[src/scfc_pkg.sv]
package scfc_pkg;

    // frame position counter width
    localparam int INDEX_BITS = 10;
    localparam int LEN_BITS   = INDEX_BITS + 1;

    // frame constants
    localparam logic [7:0]  HDR0      = 8'hAA;
    localparam logic [7:0]  HDR1      = 8'h55;
    localparam logic [15:0] CRC_POLY  = 16'hA001;
    localparam logic [15:0] CRC_INIT  = 16'hFFFF;
    localparam int          MIN_FRAME = 6;

    // configuration port
    localparam int         CFG_IDX_BITS         = 1;
    localparam int         CFG_DATA_BITS        = 8;
    localparam logic [0:0] REG_CRC_CHECK_ENABLE = 1'd0;
    localparam logic [0:0] REG_PAYLOAD_LIMIT    = 1'd1;

    // result kinds
    localparam logic KIND_PAYLOAD = 1'b0;
    localparam logic KIND_VERDICT = 1'b1;

    // verdict codes
    localparam logic [2:0] VERDICT_OK         = 3'd0;
    localparam logic [2:0] VERDICT_TOO_SHORT  = 3'd1;
    localparam logic [2:0] VERDICT_BAD_HEADER = 3'd2;
    localparam logic [2:0] VERDICT_CRC_ERROR  = 3'd3;
    localparam logic [2:0] VERDICT_LEN_ERROR  = 3'd4;

    // command queue depth
    localparam int QUEUE_DEPTH = 4;
    localparam int QPTR_BITS   = $clog2(QUEUE_DEPTH);
    localparam int QCNT_BITS   = QPTR_BITS + 1;

    // work handed from the front to the back for one input word
    typedef struct packed {
        logic       has_payload;
        logic [7:0] payload;
        logic       has_verdict;
        logic [7:0] status;
        logic [2:0] verdict;
        logic [7:0] copied;
    } cmd_t;

    // one byte through the reflected crc-16, eight bit steps
    function automatic logic [15:0] crc_feed(input logic [15:0] crc, input logic [7:0] b);
        logic [15:0] c;
        c = crc ^ {8'h00, b};
        for (int k = 0; k < 8; k++) begin
            c = c[0] ? ((c >> 1) ^ CRC_POLY) : (c >> 1);
        end
        return c;
    endfunction

endpackage

[src/serial_frame_checker_crc16.sv]
// channel   direction  handshake             word
// -------   ---------  --------------------  ---------------------------------------------
// in        input      in_valid / in_ready   rx_byte, frame_end
// out       output     out_valid / out_ready item_kind, out_byte, verdict, copied_len,
//                                            last_of_run
// cfg       input      cfg_write             cfg_index, cfg_data
//
// one input word per cycle while the four-entry command queue has room
// each input word gives zero to two output words; the output reg sends one a cycle if out_ready
// a result is offered at the earliest after the queue and then the output reg have taken it
// reset clears frame state, the queue and the output register; no clearing pass
// a stalled output fills the queue, then in_ready drops until the back drains it
module serial_frame_checker_crc16 (
    input  logic                                  clk,
    input  logic                                  rst_n,
    input  logic                                  cfg_write,
    input  logic [scfc_pkg::CFG_IDX_BITS-1:0]     cfg_index,
    input  logic [scfc_pkg::CFG_DATA_BITS-1:0]    cfg_data,
    input  logic                                  in_valid,
    output logic                                  in_ready,
    input  logic [7:0]                            rx_byte,
    input  logic                                  frame_end,
    output logic                                  out_valid,
    input  logic                                  out_ready,
    output logic                                  item_kind,
    output logic [7:0]                            out_byte,
    output logic [2:0]                            verdict,
    output logic [7:0]                            copied_len,
    output logic                                  last_of_run
);
    import scfc_pkg::*;

    logic q_full;
    logic q_not_empty;
    logic q_push;
    logic q_pop;
    cmd_t push_cmd;
    cmd_t head_cmd;

    // frame tracking, crc and classification
    scfc_front u_front (
        .clk       (clk),
        .rst_n     (rst_n),
        .cfg_write (cfg_write),
        .cfg_index (cfg_index),
        .cfg_data  (cfg_data),
        .in_valid  (in_valid),
        .in_ready  (in_ready),
        .rx_byte   (rx_byte),
        .frame_end (frame_end),
        .q_full    (q_full),
        .push      (q_push),
        .push_cmd  (push_cmd)
    );

    // command queue
    scfc_queue u_queue (
        .clk       (clk),
        .rst_n     (rst_n),
        .push      (q_push),
        .push_cmd  (push_cmd),
        .pop       (q_pop),
        .full      (q_full),
        .not_empty (q_not_empty),
        .head_cmd  (head_cmd)
    );

    // result sequencing and output register
    scfc_back u_back (
        .clk         (clk),
        .rst_n       (rst_n),
        .not_empty   (q_not_empty),
        .head_cmd    (head_cmd),
        .pop         (q_pop),
        .out_valid   (out_valid),
        .out_ready   (out_ready),
        .item_kind   (item_kind),
        .out_byte    (out_byte),
        .verdict     (verdict),
        .copied_len  (copied_len),
        .last_of_run (last_of_run)
    );

endmodule

[src/scfc_front.sv]
module scfc_front (
    input  logic                                  clk,
    input  logic                                  rst_n,
    input  logic                                  cfg_write,
    input  logic [scfc_pkg::CFG_IDX_BITS-1:0]     cfg_index,
    input  logic [scfc_pkg::CFG_DATA_BITS-1:0]    cfg_data,
    input  logic                                  in_valid,
    output logic                                  in_ready,
    input  logic [7:0]                            rx_byte,
    input  logic                                  frame_end,
    input  logic                                  q_full,
    output logic                                  push,
    output scfc_pkg::cmd_t                        push_cmd
);
    import scfc_pkg::*;

    localparam logic [INDEX_BITS-1:0] IDX_MAX   = {INDEX_BITS{1'b1}};
    localparam logic [INDEX_BITS-1:0] IDX_ONE   = INDEX_BITS'(1);
    localparam logic [INDEX_BITS-1:0] IDX_TWO   = INDEX_BITS'(2);
    localparam logic [INDEX_BITS-1:0] IDX_THREE = INDEX_BITS'(3);
    localparam logic [INDEX_BITS-1:0] IDX_FOUR  = INDEX_BITS'(4);
    localparam logic [INDEX_BITS-1:0] IDX_PAY   = INDEX_BITS'(MIN_FRAME);
    localparam logic [LEN_BITS-1:0]   LEN_MIN   = LEN_BITS'(MIN_FRAME);

    logic                  crc_en_reg;
    logic [7:0]            limit_reg;
    logic [INDEX_BITS-1:0] idx_reg, idx_next;
    logic                  hdr_good_reg, hdr_good_next;
    logic [7:0]            status_reg, status_next;
    logic [7:0]            len_reg, len_next;
    logic [15:0]           crc_reg, crc_next;
    logic [7:0]            dly0_reg, dly1_reg;
    logic [7:0]            sent_reg, sent_next;

    logic                  take;
    logic                  send;
    logic [INDEX_BITS-1:0] pay_pos;
    logic [LEN_BITS-1:0]   flen;
    logic [LEN_BITS-1:0]   need_len;
    logic [2:0]            verd;

    assign in_ready = !q_full;
    assign take     = in_valid && in_ready;

    // header, status and length capture
    always_comb
    begin
        hdr_good_next = hdr_good_reg;
        if (idx_reg == '0 && rx_byte != HDR0)
        begin
            hdr_good_next = 1'b0;
        end
        if (idx_reg == IDX_ONE && rx_byte != HDR1)
        begin
            hdr_good_next = 1'b0;
        end
        status_next = (idx_reg == IDX_TWO) ? rx_byte : status_reg;
        len_next    = (idx_reg == IDX_THREE) ? rx_byte : len_reg;
    end

    // crc over the byte leaving the two-deep delay line
    assign crc_next = (idx_reg >= IDX_FOUR) ? crc_feed(crc_reg, dly0_reg) : crc_reg;

    // payload release
    assign pay_pos   = idx_reg - IDX_PAY;
    assign send      = (idx_reg >= IDX_PAY) &&
                       (pay_pos < {{(INDEX_BITS-8){1'b0}}, len_reg}) &&
                       (sent_reg < limit_reg);
    assign sent_next = sent_reg + {7'd0, send};

    // verdict, checks in priority order
    assign flen     = {1'b0, idx_reg} + LEN_BITS'(1);
    assign need_len = LEN_MIN + {{(LEN_BITS-8){1'b0}}, len_next};
    always_comb
    begin
        if (flen < LEN_MIN)
        begin
            verd = VERDICT_TOO_SHORT;
        end
        else if (!hdr_good_next)
        begin
            verd = VERDICT_BAD_HEADER;
        end
        else if (crc_en_reg && ({dly1_reg, rx_byte} != crc_next))
        begin
            verd = VERDICT_CRC_ERROR;
        end
        else if (flen < need_len)
        begin
            verd = VERDICT_LEN_ERROR;
        end
        else
        begin
            verd = VERDICT_OK;
        end
    end

    // command to the queue
    always_comb
    begin
        push                 = take && (send || frame_end);
        push_cmd.has_payload = send;
        push_cmd.payload     = dly0_reg;
        push_cmd.has_verdict = frame_end;
        push_cmd.status      = status_next;
        push_cmd.verdict     = verd;
        push_cmd.copied      = (verd == VERDICT_OK) ? sent_next : 8'd0;
    end

    assign idx_next = (idx_reg != IDX_MAX) ? idx_reg + IDX_ONE : idx_reg;

    // configuration registers
    always_ff @(posedge clk or negedge rst_n)
    begin
        if (!rst_n)
        begin
            crc_en_reg <= 1'b1;
            limit_reg  <= 8'hFF;
        end
        else if (cfg_write)
        begin
            case (cfg_index)
                REG_CRC_CHECK_ENABLE: crc_en_reg <= cfg_data[0];
                REG_PAYLOAD_LIMIT:    limit_reg  <= cfg_data;
                default:              ;
            endcase
        end
    end

    // frame state
    always_ff @(posedge clk or negedge rst_n)
    begin
        if (!rst_n)
        begin
            idx_reg      <= '0;
            hdr_good_reg <= 1'b1;
            status_reg   <= 8'd0;
            len_reg      <= 8'd0;
            crc_reg      <= CRC_INIT;
            dly0_reg     <= 8'd0;
            dly1_reg     <= 8'd0;
            sent_reg     <= 8'd0;
        end
        else if (take)
        begin
            if (frame_end)
            begin
                idx_reg      <= '0;
                hdr_good_reg <= 1'b1;
                status_reg   <= 8'd0;
                len_reg      <= 8'd0;
                crc_reg      <= CRC_INIT;
                dly0_reg     <= 8'd0;
                dly1_reg     <= 8'd0;
                sent_reg     <= 8'd0;
            end
            else
            begin
                idx_reg      <= idx_next;
                hdr_good_reg <= hdr_good_next;
                status_reg   <= status_next;
                len_reg      <= len_next;
                crc_reg      <= crc_next;
                dly0_reg     <= dly1_reg;
                dly1_reg     <= rx_byte;
                sent_reg     <= sent_next;
            end
        end
    end

`ifndef SYNTHESIS
    // a frame end restarts the position count
    assert property (@(posedge clk) disable iff (!rst_n)
        take && frame_end |=> idx_reg == '0)
        else $error("frame position not cleared after frame end");

    // payload count never passes the limit in force
    assert property (@(posedge clk) disable iff (!rst_n)
        push && push_cmd.has_payload |-> sent_reg < limit_reg)
        else $error("payload released beyond limit");
`endif

endmodule

[src/scfc_queue.sv]
module scfc_queue (
    input  logic            clk,
    input  logic            rst_n,
    input  logic            push,
    input  scfc_pkg::cmd_t  push_cmd,
    input  logic            pop,
    output logic            full,
    output logic            not_empty,
    output scfc_pkg::cmd_t  head_cmd
);
    import scfc_pkg::*;

    cmd_t                 mem_reg [QUEUE_DEPTH];
    logic [QPTR_BITS-1:0] wr_ptr_reg;
    logic [QPTR_BITS-1:0] rd_ptr_reg;
    logic [QCNT_BITS-1:0] count_reg;

    assign full      = (count_reg == QCNT_BITS'(QUEUE_DEPTH));
    assign not_empty = (count_reg != '0);
    assign head_cmd  = mem_reg[rd_ptr_reg];

    // storage
    always_ff @(posedge clk)
    begin
        if (push)
        begin
            mem_reg[wr_ptr_reg] <= push_cmd;
        end
    end

    // pointers and fill count
    always_ff @(posedge clk or negedge rst_n)
    begin
        if (!rst_n)
        begin
            wr_ptr_reg <= '0;
            rd_ptr_reg <= '0;
            count_reg  <= '0;
        end
        else
        begin
            if (push)
            begin
                wr_ptr_reg <= wr_ptr_reg + QPTR_BITS'(1);
            end
            if (pop)
            begin
                rd_ptr_reg <= rd_ptr_reg + QPTR_BITS'(1);
            end
            if (push && !pop)
            begin
                count_reg <= count_reg + QCNT_BITS'(1);
            end
            else if (pop && !push)
            begin
                count_reg <= count_reg - QCNT_BITS'(1);
            end
        end
    end

`ifndef SYNTHESIS
    // no write into a full queue, no read from an empty one
    assert property (@(posedge clk) disable iff (!rst_n)
        !(push && full) && !(pop && !not_empty))
        else $error("queue overflow or underflow");
`endif

endmodule

[src/scfc_back.sv]
module scfc_back (
    input  logic            clk,
    input  logic            rst_n,
    input  logic            not_empty,
    input  scfc_pkg::cmd_t  head_cmd,
    output logic            pop,
    output logic            out_valid,
    input  logic            out_ready,
    output logic            item_kind,
    output logic [7:0]      out_byte,
    output logic [2:0]      verdict,
    output logic [7:0]      copied_len,
    output logic            last_of_run
);
    import scfc_pkg::*;

    logic       valid_reg;
    logic       pay_done_reg;
    logic       kind_reg;
    logic [7:0] byte_reg;
    logic [2:0] verd_reg;
    logic [7:0] copied_reg;
    logic       last_reg;
    logic       load;
    logic       emit_pay;

    // output register takes a new word when empty or being drained
    assign load     = not_empty && (!valid_reg || out_ready);
    assign emit_pay = head_cmd.has_payload && !pay_done_reg;
    assign pop      = load && (!emit_pay || !head_cmd.has_verdict);

    // control
    always_ff @(posedge clk or negedge rst_n)
    begin
        if (!rst_n)
        begin
            valid_reg    <= 1'b0;
            pay_done_reg <= 1'b0;
        end
        else
        begin
            if (load)
            begin
                valid_reg    <= 1'b1;
                pay_done_reg <= emit_pay && head_cmd.has_verdict;
            end
            else if (out_ready)
            begin
                valid_reg <= 1'b0;
            end
        end
    end

    // output word
    always_ff @(posedge clk)
    begin
        if (load)
        begin
            if (emit_pay)
            begin
                kind_reg   <= KIND_PAYLOAD;
                byte_reg   <= head_cmd.payload;
                verd_reg   <= VERDICT_OK;
                copied_reg <= 8'd0;
                last_reg   <= !head_cmd.has_verdict;
            end
            else
            begin
                kind_reg   <= KIND_VERDICT;
                byte_reg   <= head_cmd.status;
                verd_reg   <= head_cmd.verdict;
                copied_reg <= head_cmd.copied;
                last_reg   <= 1'b1;
            end
        end
    end

    assign out_valid   = valid_reg;
    assign item_kind   = kind_reg;
    assign out_byte    = byte_reg;
    assign verdict     = verd_reg;
    assign copied_len  = copied_reg;
    assign last_of_run = last_reg;

`ifndef SYNTHESIS
    // a payload word carries no verdict and no count
    assert property (@(posedge clk) disable iff (!rst_n)
        valid_reg && kind_reg == KIND_PAYLOAD |-> verd_reg == VERDICT_OK && copied_reg == 8'd0)
        else $error("payload word with verdict fields set");

    // a verdict word always closes its run
    assert property (@(posedge clk) disable iff (!rst_n)
        valid_reg && kind_reg == KIND_VERDICT |-> last_reg)
        else $error("verdict word not last of run");
`endif

endmodule
[config.mk]
export PLATFORM = sky130hd
export DESIGN_NAME = serial_frame_checker_crc16
export DESIGN_NICKNAME = d
export VERILOG_FILES = /design/src/scfc_pkg.sv /design/src/serial_frame_checker_crc16.sv /design/src/scfc_front.sv /design/src/scfc_queue.sv /design/src/scfc_back.sv
export SDC_FILE = /design/constraint.sdc
export NUM_CORES = 1
export LEC_CHECK = 0
export ABC_AREA = 0
export BUFFER_PORTS_ARGS = -buffer_cell sky130_fd_sc_hd__buf_4
export CORE_MARGIN = 3
export CORE_UTILIZATION = 50
export CTS_CLUSTER_SIZE = 20
export DETAILED_ROUTE_END_ITERATION = 6
export PLACE_DENSITY = 0.69
export SETUP_SLACK_MARGIN = 0.15
export SLEW_MARGIN = 15
export SYNTH_ARGS = -nofsm -noshare
export SYNTH_HDL_FRONTEND = slang
export SYNTH_SLANG_ARGS = --single-unit
[constraint.sdc]
create_clock -name clk -period 4.55 [get_ports clk]
set_clock_uncertainty 0.2 [all_clocks]
set_input_delay 0.455 -clock clk [delete_from_list [all_inputs] [get_ports clk]]
set_output_delay 0.455 -clock clk [all_outputs]
set_load 0.005 [all_outputs]
# --- After elaboration in Yosys (flattened, before gate mapping) ---
# Memory sizes are Yosys's and may differ from the RTL's.
# Index checks and enable logic that the tools add are counted.
totals:
  input_bits: 23
  output_inout_bits: 23
  memories: 1
  wordCells: 121
  mem_bits_rw: 116
  reg_bits: 106
classes:
  order_cmp: 6
  n_eq_ne: 8
  addsub: 9
  n_bitwise: 10
  n_reduce_logical: 32
  mux: 35
mem_list:
  columns: ["name", "depth", "width", "rd", "rd_clocked_by_memory_dff", "write_ports", "line", "rtl"]
  rows:
  - ["u_queue.mem_reg", 4, 29, 1, 0, 1, "scfc_queue.sv:13", "cmd_t mem_reg [QUEUE_DEPTH];"]
ops:
  columns: ["cell", "count"]
  rows:
  - ["$mux W16", 10]
  - ["$mux W8", 9]
  - ["$not A2 Y3", 8]
  - ["$eq A10 B2 Y1 const B", 2]
  - ["$ge A10 B3 Y1 const B", 2]
  - ["$mux W10", 2]
  - ["$mux W3", 6]
  - ["$ne A16 B16 Y1", 1]
  - ["$xor A16 B8 Y16", 1]
  - ["$logic_and A1 B1 Y1", 13]
  - ["$add A10 B1 Y11 const B", 1]
  - ["$lt A11 B11 Y1", 1]
  - ["$lt A11 B3 Y1 const B", 1]
  - ["$add A10 B1 Y10 const B", 1]
  - ["$eq A10 B1 Y1 const B", 1]
  - ["$logic_not A10 Y1", 1]
  - ["$lt A10 B8 Y1", 1]
  - ["$ne A10 B10 Y1 const B", 1]
  - ["$sub A10 B3 Y10 const B", 1]
  - ["$add A3 B8 Y9 const A", 1]
  - ["$add A8 B1 Y8", 1]
  - ["$lt A8 B8 Y1", 1]
  - ["$mux W1", 8]
  - ["$ne A8 B7 Y1 const B", 1]
  - ["other kinds (12)", 25]

# --- Depth between registers and ports, before layout ---
# Gate-level depths: netlist (run 1).
depth:
  word_depth: 25
  depth_mapped: 19
  mapped_depth_nobuf: 17

# --- Cells and area by module ---
# Synthesis (run 1) repeated with hierarchy kept, for this count alone.
hier_totals:
  cells_unflattened: 853
  area_unflattened_um2: 10968.0
modules_own_cells:
  columns: ["module", "instances", "cells_each", "seq_area_each_um2", "area_per_inst_um2"]
  rows:
  - ["scfc_front", 1, 614, 1934.4, 5427.7]
  - ["scfc_queue", 1, 185, 3658.5, 4579.4]
  - ["scfc_back", 1, 54, 680.7, 960.9]

# --- Least setup slack after synthesis (run 1) ---
# No wires, ideal clock.
synth_timing:
  kind: "reg2reg"
  startpoint: "register u_front.idx_reg[7]"
  endpoint: "memory u_queue.mem_reg[0][2] (netlist name), data pin"
  slack_ps: 237
  period_less_slack_ps: 4313
  setup_ps: 266
  stages_incl_launch_ff: 19
  arrival_ps: 3847
  n_path_buf: 2
  required_ps: 4084
  cell_sequence: "dfrtp_1 -> buf_6 -> or4_1 -> clkbuf_2 -> nor2_1 -> nand2_1 -> a21oi_1 -> a21oi_1 -> xor2_1 -> ha_1 -> a21o_1 -> a21o_1 -> a21o_1 -> a21o_1 -> a21oi_1 -> o31a_1 -> o21ai_0 -> nand3b_2 -> nor2_1"
synth_rtl:
  columns: ["element", "line", "rtl"]
  rows:
  - ["from (decl)", "scfc_front.sv:27", "logic [INDEX_BITS-1:0] idx_reg, idx_next;"]
  - ["from (signal assigned)", "scfc_front.sv:159", "idx_reg <= idx_next;"]
  - ["to (decl)", "scfc_queue.sv:13", null]

==> flow_summary_export.csv, run 1 <==
group,metric,value,unit
synth,yosysMostFrequentCell,"edfxtp_1",
clock_tree,cts_inserted_buffers,24,
sta,setup_slack,0.404,ns
detailed_routing,wl_per_cell,18.8,um
detailed_routing,viasPerCell,5.66,
global_routing,grt_pass1_wl,36.0,mm
synth,syn_area,10700,um^2
setup_path,crit_path_top_delay_cell,"or4_4",
clock_tree,htree_levels,1,
synth,synth_area_leaders,"edfxtp_1 (38%), dfrtp_1 (14%), dfstp_2 (6.4%)",
synth,syn_inst,822,
sta,slew_violations,0,
synth,async_flop_share,38.3,%
place,dpl.cell_count,1119,
setup_path,required,4.59,ns
final_layout,diodes,0,
sta,slew_headroom,49.1,%
sta,rsz0062_at_grt,"true",
synth,ys_warn_count,0,
global_routing,overflow,0,
sta,layout_min_cycle_time,4.15,ns
setup_path,path_max_fanout,8,
synth,synthFlopType,"edfxtp_1",
setup_path,crit_arrival,4.18,ns
place,hpwl,14.6,mm
final_layout,layout-drive-gt1-share,22.8,%
detailed_routing,antenna_left,0,
final_layout,fin_cells,1176,
global_routing,grt_use_total,19.0,%
synth,syn_nets,881,
detailed_routing,vias,6654,
setup_path,cp_cell_sequence,"or4_4, nor2_2, nand2_2, nor2_1, a21oi_2, ha_1, nand2b_1, xnor2_1, ha_1, a21o_1, a21o_1, a21o_1, a21oi_1, o31a_1, o21ai_0, nand3b_2, nor2_1",
setup_path,crit_family,"simple AND/OR/NAND/NOR gates",
final_layout,nNetsFinal,947,
die,initial_core_util,51.8,%
clock_tree,root_buffer,"clkbuf_16",
synth,synth-seq-area-share,58.7,%
sta,max_freq,0.241,GHz
synth,synth.avg_cell_area,13.0,um^2
detailed_routing,drc_errors,0,
sta,worst_pin_slew,0.759,ns
sta,setup_tns,0,ns
power_and_ir_drop,p_per_area,613,nW/um^2
setup_path,worstSetupStartpointType,"flop",
setup_path,rr_worst_depth,17,
synth,synth.distinct_cells,63,
die,die_y,152,um
sta,hold_viol,0,
min_path,min_path_type,"in2reg",
global_routing,grt_pass1_vias,6603,
flow_run,cap_violations,0,
clock_tree,clk_path_buf_depth,3,
global_routing,antenna_found_initial,0,
run_status,status,"complete, no violations",
place,post_dp_cell_area,11400,um^2
setup_path,crit_type,"reg2reg",
global_routing,grt_max_degree,54,
die,core.rowCount,52,
die,ios,46,
setup_path,path_depth,17,
final_layout,final_design_area_no_fill,12400,um^2
die,die_x,152,um
synth,synth_common_cells,"edfxtp_1 (137), nand2_1 (64), dfrtp_1 (59)",
setup_path,r2r_start,"u_front.idx_reg[9]",
setup_path,critPathBufInv,0,
synth,synth_edf_count,137,
setup_path,reg2reg_slack,0.40,ns
synth,yosysTopAreaCellShare,38.5,%
clock_tree,cts.sinks,222,
detailed_routing,drt-pass1-iter-count,5,
place,dpl_worst_slack,0.229,ns
place,portBuffers,45,
die,dieArea,23200,um^2
die,fp.coreArea,20600,um^2
final_layout,largest_reg_flops,116,
power_and_ir_drop,leakagePower,4.92,nW
clock_tree,path_clk_slew,0.06,ns
synth,synth_top_area_cell,"edfxtp_1",
setup_path,cpMostUsedCell,"a21o_1",
sta,setup_viol,0,
sta,whs,0.0603,ns
place,gp_congestion,0.856,
final_layout,synthToLayoutAreaGrowth,16.1,%
setup_path,max_stage_delay,0.59,ns
detailed_routing,routed_wl,22.1,mm
synth,ys_ff_latch,222,
power_and_ir_drop,max-vdd-ir-drop,324,uV
setup_path,critPathCaptureType,"flop",
setup_path,r2r_end,"u_queue.mem_reg[2][5]",
detailed_routing,drt_iter0_drc,494,
clock_tree,tritoncts,"done",
setup_path,cp-endpoint,"u_queue.mem_reg[2][5]",
clock_tree,clock_latency,0.51,ns
sta,fin_crit_sh,91.1,%
setup_path,startpoint,"u_front.idx_reg[9]",
==> metrics by stage <==
stage / utilization [%] / power [mW]
global route: 60.2 / 8.05
floorplan: - / 4.81
CTS: 60.0 / 7.66
detailed placement: 55.2 / 5.54
finish: 60.2 / 7.61
global placement: 55.2 / 5.50
==> cell type report <==
cell class                      count  area [um^2]
Fill cell                        1584         8210
Sequential cell                   222         6270
Multi-Input combinational cell    518         4130
Clock buffer                       34          719
Timing Repair Buffer               82          646
Tap cell                          270          338
Clock inverter                     10          154
Inverter                           40          150
==> report_power, final <==
group / total (mW) / internal [mW] / switching (mW)
sequential: 2.99 / 2.71 / 0.285
combinational: 2.52 / 1.25 / 1.27
clock: 2.10 / 1.33 / 0.769
==> repair_timing <==
item | CTS | global route
endpoints found under the setup margin | 0 | 33
buffers inserted | 0 | 1
gates resized for setup | 0 | 8
hold buffers | 12 | 0
hold endpoints to repair | 43 | 0
==> kinds of logic (layout without fill, tap and decap cells) <==
group | count (synthesis) | count (layout) | synth area share (%)
AND/OR/NAND/NOR | 189 | 189 | 8.37
adder cells (fa/ha/maj) | 36 | 36 | 4.28
flip-flops | 222 | 222 | 58.7
buffers and inverters | 82 | 166 | 3.01
AO/OA/AOI/OAI | 159 | 159 | 9.82
multiplexers | 62 | 62 | 9.48
XOR/XNOR | 72 | 72 | 6.38
==> tightest hold or removal path: cells and delay by family <==
family                 cells  cell delay (ns)
and+or+nand+nor            1             0.07
AOI/OAI and AO/OA          1             0.07
buffers and inverters      1             0.13
==> routing by layer <==
layer / share of wire, % / GRT usage [%]
met3: 5.1 / 2.78
met1: 47 / 28.3
met5: 0 / 0
met4: 1.5 / 4.45
met2: 47 / 30.1
==> layout by cell type (no fill, tap or decap), types with 26 or more instances in the layout <==
cell / instances
a21oi_1: 34
inv_1: 39
mux4_2: 29
nor2_1: 42
xnor2_1: 42
nand2_1: 62
o21ai_0: 44
buf_4: 70
dfstp_2: 26
dfrtp_1: 59
nand3_1: 26
edfxtp_1: 137
xor2_1: 26
ha_1: 35
==> worst min path at each step <==
| stage | cells after the start | slack [ns] | endpoint | startpoint |
|---|---|---|---|---|
| finish | 3 | 0.06 | u_front.dly1_reg[2] | rx_byte[2] |
| global route | 3 | 0.07 | u_front.dly1_reg[2] | rx_byte[2] |
| CTS | 3 | 0.04 | u_front.dly1_reg[2] | rx_byte[2] |
| detailed placement | 1 | 0.29 | u_front.status_reg[5] | u_front.status_reg[5] |
| global placement | 1 | 0.28 | u_front.status_reg[7] | u_front.status_reg[7] |
| floorplan | 0 | -0.04 | u_back.out_valid | rst_n |
Power figures use the tool's default switching activity.
==> run 2: changes to the inputs <==
--- a/config.mk
+++ b/config.mk
@@ -11,7 +11,7 @@
 export CORE_UTILIZATION = 50
 export CTS_CLUSTER_SIZE = 20
 export DETAILED_ROUTE_END_ITERATION = 6
-export PLACE_DENSITY = 0.69
+export PLACE_DENSITY = 0.78
 export SETUP_SLACK_MARGIN = 0.15
 export SLEW_MARGIN = 15
 export SYNTH_ARGS = -nofsm -noshare
==> flow_summary_export.csv, run 2 (synthesized netlist as in run 1, its figures left out) <==
group,metric,value,unit
run_status,status,"complete, no violations",
global_routing,grt_pass1_vias,6636,
sta,slew_headroom,48.9,%
setup_path,crit_type,"reg2reg",
setup_path,path_max_fanout,8,
detailed_routing,wl_met2,10.9,mm
global_routing,grt_use_total,19.2,%
clock_tree,cts.sinks,222,
detailed_routing,drt-pass1-iter-count,5,
setup_path,crit_family,"simple AND/OR/NAND/NOR gates",
setup_path,critPathBufInv,0,
sta,rsz0062_at_grt,"false",
clock_tree,clk_path_buf_depth,3,
setup_path,required,4.58,ns
min_path,hold_path_startpoint,"rx_byte[1]",
setup_path,startpoint,"u_front.idx_reg[8]",
die,initial_core_util,51.8,%
clock_tree,path_clk_slew,0.06,ns
clock_tree,htree_levels,1,
clock_tree,tritoncts,"done",
flow_run,cap_violations,0,
sta,worst_pin_slew,0.767,ns
detailed_routing,wl_met1,9.95,mm
place,post_dp_cell_area,11400,um^2
sta,max_freq,0.237,GHz
setup_path,reg2reg_slack,0.32,ns
sta,setup_tns,0,ns
setup_path,r2r_start,"u_front.idx_reg[8]",
detailed_routing,drc_errors,0,
setup_path,crit_path_top_delay_cell,"or4_4",
final_layout,regArea,6270,um^2
sta,fin_crit_sh,92.9,%
detailed_routing,wl_per_cell,19.4,um
detailed_routing,antenna_left,0,
final_layout,nNetsFinal,940,
die,die_x,152,um
setup_path,rr_worst_depth,17,
clock_tree,clock_latency,0.50,ns
detailed_routing,routed_wl,22.7,mm
power_and_ir_drop,internal_power,5.14,mW
final_layout,layout-drive-gt1-share,22.4,%
detailed_routing,top_layer_used,"met4",
final_layout,largest_reg_flops,116,
power_and_ir_drop,switching_share,31.2,%
detailed_routing,viasPerCell,5.78,
detailed_routing,drt_iter0_drc,547,
die,core.rowCount,52,
sta,layout_min_cycle_time,4.23,ns
global_routing,grt_pass1_wl,36.5,mm
final_layout,diodes,0,
die,ios,46,
power_and_ir_drop,p_seq_share,40.0,%
setup_path,max_stage_delay,0.61,ns
min_path,min_path_type,"in2reg",
power_and_ir_drop,p_sw,2.33,mW
power_and_ir_drop,p_comb_share,34.3,%
place,portBuffers,45,
sta,setup_viol,0,
detailed_routing,wl_met3,1.31,mm
global_routing,grt_max_degree,58,
power_and_ir_drop,leakagePower,4.85,nW
sta,setup_slack,0.324,ns
min_path,hold_path_depth,3,
min_path,hold_end,"u_front.dly1_reg[1]",
clock_tree,root_buffer,"clkbuf_16",
die,dieArea,23200,um^2
die,die_y,152,um
setup_path,critPathCaptureType,"flop",
place,hpwl,14.9,mm
setup_path,crit_arrival,4.26,ns
sta,whs,0.0119,ns
detailed_routing,vias,6741,
global_routing,overflow,0,
final_layout,layout_commonest_cell,"edfxtp_1",
clock_tree,post_cts_buffers,0,
setup_path,cp_cell_sequence,"or4_4, nor2_4, nand2_4, nor2_2, a21oi_2, ha_1, nand2b_1, xnor2_1, ha_1, a21o_1, a21o_1, a21o_1, a21oi_1, o31a_1, o21ai_0, nand3b_2, nor2_1",
final_layout,multi_input_area,4160,um^2
setup_path,worstSetupStartpointType,"flop",
die,fp.coreArea,20600,um^2
power_and_ir_drop,clock_power_share,25.7,%
place,dpl_worst_slack,0.127,ns
setup_path,cpMostUsedCell,"a21o_1",
final_layout,fillers,1580,
setup_path,path_depth,17,
place,gp_congestion,0.894,
final_layout,final_design_area_no_fill,12300,um^2
power_and_ir_drop,max-vdd-ir-drop,298,uV
setup_path,r2r_end,"u_queue.mem_reg[1][5]",
global_routing,antenna_found_initial,0,
clock_tree,cts_inserted_buffers,22,
power_and_ir_drop,p_per_area,607,nW/um^2
sta,hold_viol,0,
sta,slew_violations,0,
final_layout,layout_common_cells,"edfxtp_1 (137), buf_4 (67), nand2_1 (62), dfrtp_1 (58), o21ai_0 (44)",
final_layout,synthToLayoutAreaGrowth,15.1,%
## run 2: power groups by stage
stage	registers [mW]	clock network [mW]	logic, mW
6_report	2.99	1.92	2.56
5_1_grt	3.03	2.05	2.80
4_1_cts	2.98	1.96	2.57
3_5_place_dp	3.02	0	2.52
3_3_place_gp	3.00	0	2.46
2_1_floorplan	2.96	0	1.86
## run 2: cell type report
| cell class | instances | share of cell area [%] |
|---|---|---|
| Sequential cell | 222 | 51.0 |
| Multi-Input combinational cell | 518 | 33.8 |
| Clock buffer | 33 | 5.40 |
| Timing Repair Buffer | 77 | 4.90 |
| Tap cell | 270 | 2.75 |
| Inverter | 40 | 1.22 |
| Clock inverter | 7 | 0.956 |
## run 2: layer usage
layer,up-vias,GRT usage [%]
met5,-,0
li1,3143,-
met1,3349,27.3
met2,210,31.3
met4,0,5.14
met3,39,3.10
## run 2: worst max path at each step
stage                       endpoint  slack (ns)
5_1_grt        u_queue.mem_reg[0][3]        0.12
4_1_cts        u_queue.mem_reg[0][2]        0.21
3_3_place_gp   u_queue.mem_reg[0][2]        0.23
3_5_place_dp   u_queue.mem_reg[1][5]        0.13
2_1_floorplan  u_queue.mem_reg[0][2]        0.24
6_report       u_queue.mem_reg[1][5]        0.32
## run 2: worst reg2reg max path, delay by kind of cell, from the launching register on
family	cells	cell delay [ns]
AND/OR/NAND/NOR	7	1.63
AO/OA/AOI/OAI	7	1.00
adder cells (fa/ha/maj)	2	0.50
flip-flops	1	0.45
XOR/XNOR	1	0.18
## run 2: repair_timing
item | CTS | global route
pin swaps | 0 | 1
endpoints found under the hold margin | 45 | 0
resized for setup | 3 | 13
hold buffers | 10 | 0
setup endpoints to repair | 32 | 57
## run 2: metrics by stage
step / power [mW] / utilization, % / cells
after CTS: 7.51 / 59.4 / 1167
after global placement: 5.45 / 55.1 / 1117
final: 7.47 / 59.7 / 1167
after global routing: 7.88 / 59.7 / 1167
after detailed placement: 5.54 / 55.1 / 1117
after floorplan: 4.81 / - / 822
==> run 3: changes to the inputs <==
--- a/config.mk
+++ b/config.mk
@@ -9,6 +9,7 @@
 export BUFFER_PORTS_ARGS = -buffer_cell sky130_fd_sc_hd__buf_4
 export CORE_MARGIN = 3
 export CORE_UTILIZATION = 50
+export CTS_BUF_LIST = sky130_fd_sc_hd__clkbuf_8
 export CTS_CLUSTER_SIZE = 20
 export DETAILED_ROUTE_END_ITERATION = 6
 export PLACE_DENSITY = 0.78
@@ -16,4 +17,5 @@
 export SLEW_MARGIN = 15
 export SYNTH_ARGS = -nofsm -noshare
 export SYNTH_HDL_FRONTEND = slang
+export SYNTH_HIERARCHICAL = 1
 export SYNTH_SLANG_ARGS = --single-unit
==> flow_summary_export.csv, run 3 <==
group,metric,value,unit
sta,setup_viol,0,
synth,ys_ff_latch,222,
detailed_routing,wl_per_cell,18.8,um
setup_path,crit_arrival,4.39,ns
setup_path,crit_path_top_delay_cell,"or4_4",
setup_path,critPathBufInv,2,
place,portBuffers,45,
setup_path,critPathCaptureType,"flop",
sta,slew_headroom,20.6,%
clock_tree,cts.sinks,222,
detailed_routing,viasPerCell,5.70,
clock_tree,clock_latency,0.54,ns
final_layout,layout_commonest_cell,"edfxtp_1",
synth,yosysTopAreaCellShare,37.5,%
setup_path,required,4.72,ns
final_layout,largest_reg_flops,116,
clock_tree,root_buffer,"clkbuf_8",
die,fp.coreArea,21300,um^2
die,die_y,154,um
synth,synth_area_leaders,"edfxtp_1 (38%), dfrtp_1 (13%), dfstp_2 (6.2%)",
sta,slew_violations,0,
synth,ys_warn_count,6,
die,dieArea,23700,um^2
flow_run,cap_violations,0,
run_status,status,"complete, no violations",
sta,setup_tns,0,ns
final_layout,layout_common_cells,"edfxtp_1 (137), nand2_1 (79), buf_4 (75), dfrtp_1 (58), inv_1 (49)",
synth,synth.avg_cell_area,12.9,um^2
sta,hold_viol,0,
setup_path,crit_type,"reg2reg",
global_routing,grt_max_degree,66,
sta,layout_min_cycle_time,4.23,ns
setup_path,worstSetupStartpointType,"flop",
detailed_routing,drt-pass1-iter-count,5,
setup_path,crit_family,"simple AND/OR/NAND/NOR gates",
sta,rsz0062_at_grt,"true",
clock_tree,htree_levels,2,
power_and_ir_drop,internal_power,4.93,mW
setup_path,cp_cell_sequence,"or4_4, nor2_2, nand2_2, mux2_2, o21a_1, nand2_1, xnor2_1, mux2i_1, ha_1, a21o_1, a31oi_1, a31oi_1, o41ai_2, buf_4, o21a_1, nor4_2, a31oi_2, buf_4, nor2_2",
detailed_routing,drc_errors,0,
power_and_ir_drop,p_sw,2.48,mW
final_layout,layout-drive-gt1-share,24.7,%
die,ios,46,
clock_tree,tritoncts,"done",
synth,async_flop_share,38.3,%
die,die_x,154,um
sta,max_freq,0.237,GHz
place,gp_congestion,0.847,
synth,syn_area,11000,um^2
final_layout,synthToLayoutAreaGrowth,13.8,%
min_path,min_path_type,"in2reg",
synth,syn_nets,911,
power_and_ir_drop,leakagePower,4.96,nW
sta,whs,0.0290,ns
die,core.rowCount,53,
final_layout,diodes,0,
global_routing,grt_pass1_wl,37.5,mm
power_and_ir_drop,clock_power_share,22.7,%
place,hpwl,15.1,mm
global_routing,antenna_found_initial,0,
synth,synth_common_cells,"edfxtp_1 (137), nand2_1 (81), dfrtp_1 (59)",
synth,synth_top_area_cell,"edfxtp_1",
detailed_routing,routed_wl,23.1,mm
power_and_ir_drop,p_comb_share,36.3,%
synth,synth-seq-area-share,57.2,%
setup_path,max_stage_delay,0.58,ns
clock_tree,clk_path_buf_depth,3,
sta,worst_pin_slew,1.19,ns
sta,fin_crit_sh,92.9,%
setup_path,path_max_fanout,8,
clock_tree,path_clk_slew,0.05,ns
global_routing,grt_use_total,19.7,%
detailed_routing,drt_iter0_drc,603,
power_and_ir_drop,switching_share,33.5,%
synth,yosysMostFrequentCell,"edfxtp_1",
place,post_dp_cell_area,11600,um^2
synth,syn_inst,853,
clock_tree,cts_inserted_buffers,37,
die,initial_core_util,51.5,%
synth,synth.distinct_cells,72,
final_layout,nNetsFinal,986,
detailed_routing,antenna_left,0,
detailed_routing,vias,7026,
global_routing,grt_pass1_vias,7130,
synth,synth_edf_count,137,
power_and_ir_drop,max-vdd-ir-drop,279,uV
power_and_ir_drop,p_seq_share,40.9,%
global_routing,overflow,0,
synth,synthFlopType,"edfxtp_1",
final_layout,final_design_area_no_fill,12500,um^2
power_and_ir_drop,p_per_area,593,nW/um^2
[run 3: changes by cell type after synthesis, moves of 5 or more]
| cell | delta |
|---|---|
| mux2_4 | +6 |
| and2_1 | -13 |
| mux2_2 | -5 |
| o31ai_1 | -6 |
| nor2b_1 | +7 |
| mux2i_1 | +7 |
| nand3_1 | -14 |
| xor2_1 | +7 |
| buf_6 | +7 |
| nand2_1 | +17 |
[run 3: layout make-up]
cell class / instances / area (um^2)
repair buffers: 85 / 663
clock inverters: 23 / 105
fillers: 1688 / 8800
well taps: 275 / 344
flip-flops and latches: 222 / 6270
multi-input cells: 547 / 4350
inverters: 35 / 131
clock buffers: 45 / 619
[run 3: stage by stage]
step / power, mW / util, % / instances / setup WS, ns
6_report: 7.40 / 58.6 / 1232 / 0.325
3_5_place_dp: 5.72 / 54.4 / 1151 / 0.209
2_1_floorplan: 5.01 / - / 853 / 0.350
5_1_grt: 7.85 / 58.6 / 1232 / 0.0892
3_3_place_gp: 5.62 / 54.4 / 1151 / 0.248
4_1_cts: 7.44 / 58.3 / 1229 / 0.201
[run 3: worst register-to-register path, stage by stage, from the launching register on]
cell and delay [ns]:
dfrtp_1 0.37, or4_4 0.58, nor2_2 0.17, nand2_2 0.14
mux2_2 0.29, o21a_1 0.20, nand2_1 0.08, xnor2_1 0.12
mux2i_1 0.15, ha_1 0.16, a21o_1 0.18, a31oi_1 0.07
a31oi_1 0.22, o41ai_2 0.11, buf_4 0.15, o21a_1 0.19
nor4_2 0.17, a31oi_2 0.12, buf_4 0.22, nor2_2 0.18
[run 3: kinds of logic after synthesis]
family | share of synthesized area, %
mux | 10.2
compound gates | 9.27
fa+ha+maj | 4.06
xor+xnor | 6.02
simple gates | 9.57
buf+inv | 3.65
flops | 57.2
[run 3: repair_timing]
| action | in CTS | in global routing |
|---|---|---|
| buffers inserted | 0 | 3 |
| gates resized for setup | 0 | 15 |
| hold endpoints to repair | 57 | 0 |
| setup endpoints to repair | 0 | 32 |
| hold buffers | 10 | 0 |
[run 3: power by group through the flow]
stage | clock (mW) | combinational, mW | sequential [mW]
6_report | 1.68 | 2.69 | 3.03
5_1_grt | 1.82 | 2.94 | 3.08
2_1_floorplan | 0 | 2.06 | 2.96
3_5_place_dp | 0 | 2.65 | 3.07
4_1_cts | 1.73 | 2.68 | 3.03
3_3_place_gp | 0 | 2.58 | 3.04
[run 3: metal layers]
| layer | track usage (%) | wire length, um |
|---|---|---|
| met2 | 32.3 | 11300 |
| met5 | 0 | 0 |
| met4 | 6.22 | 442 |
| met3 | 3.49 | 1240 |
| met1 | 27.0 | 10100 |
[run 3: worst paths after layout]
| check | end | slack, ns | from | cells past startpoint |
|---|---|---|---|---|
| setup / recovery | u_queue/mem_reg[2][3] | 0.32 | u_front/idx_reg[7] | 19 |
| hold / removal | u_front/len_reg[7] | 0.03 | rx_byte[7] | 2 |
| setup reg to reg | u_queue/mem_reg[2][3] | 0.32 | u_front/idx_reg[7] | 19 |
| hold reg to reg | u_queue/count_reg[2] | 0.29 | u_queue/count_reg[2] | 1 |
| max in group asynchronous | u_front/crc_reg[11] | 2.88 | rst_n | 3 |
| min in group asynchronous | u_front/dly1_reg[5] | 0.39 | rst_n | 2 |
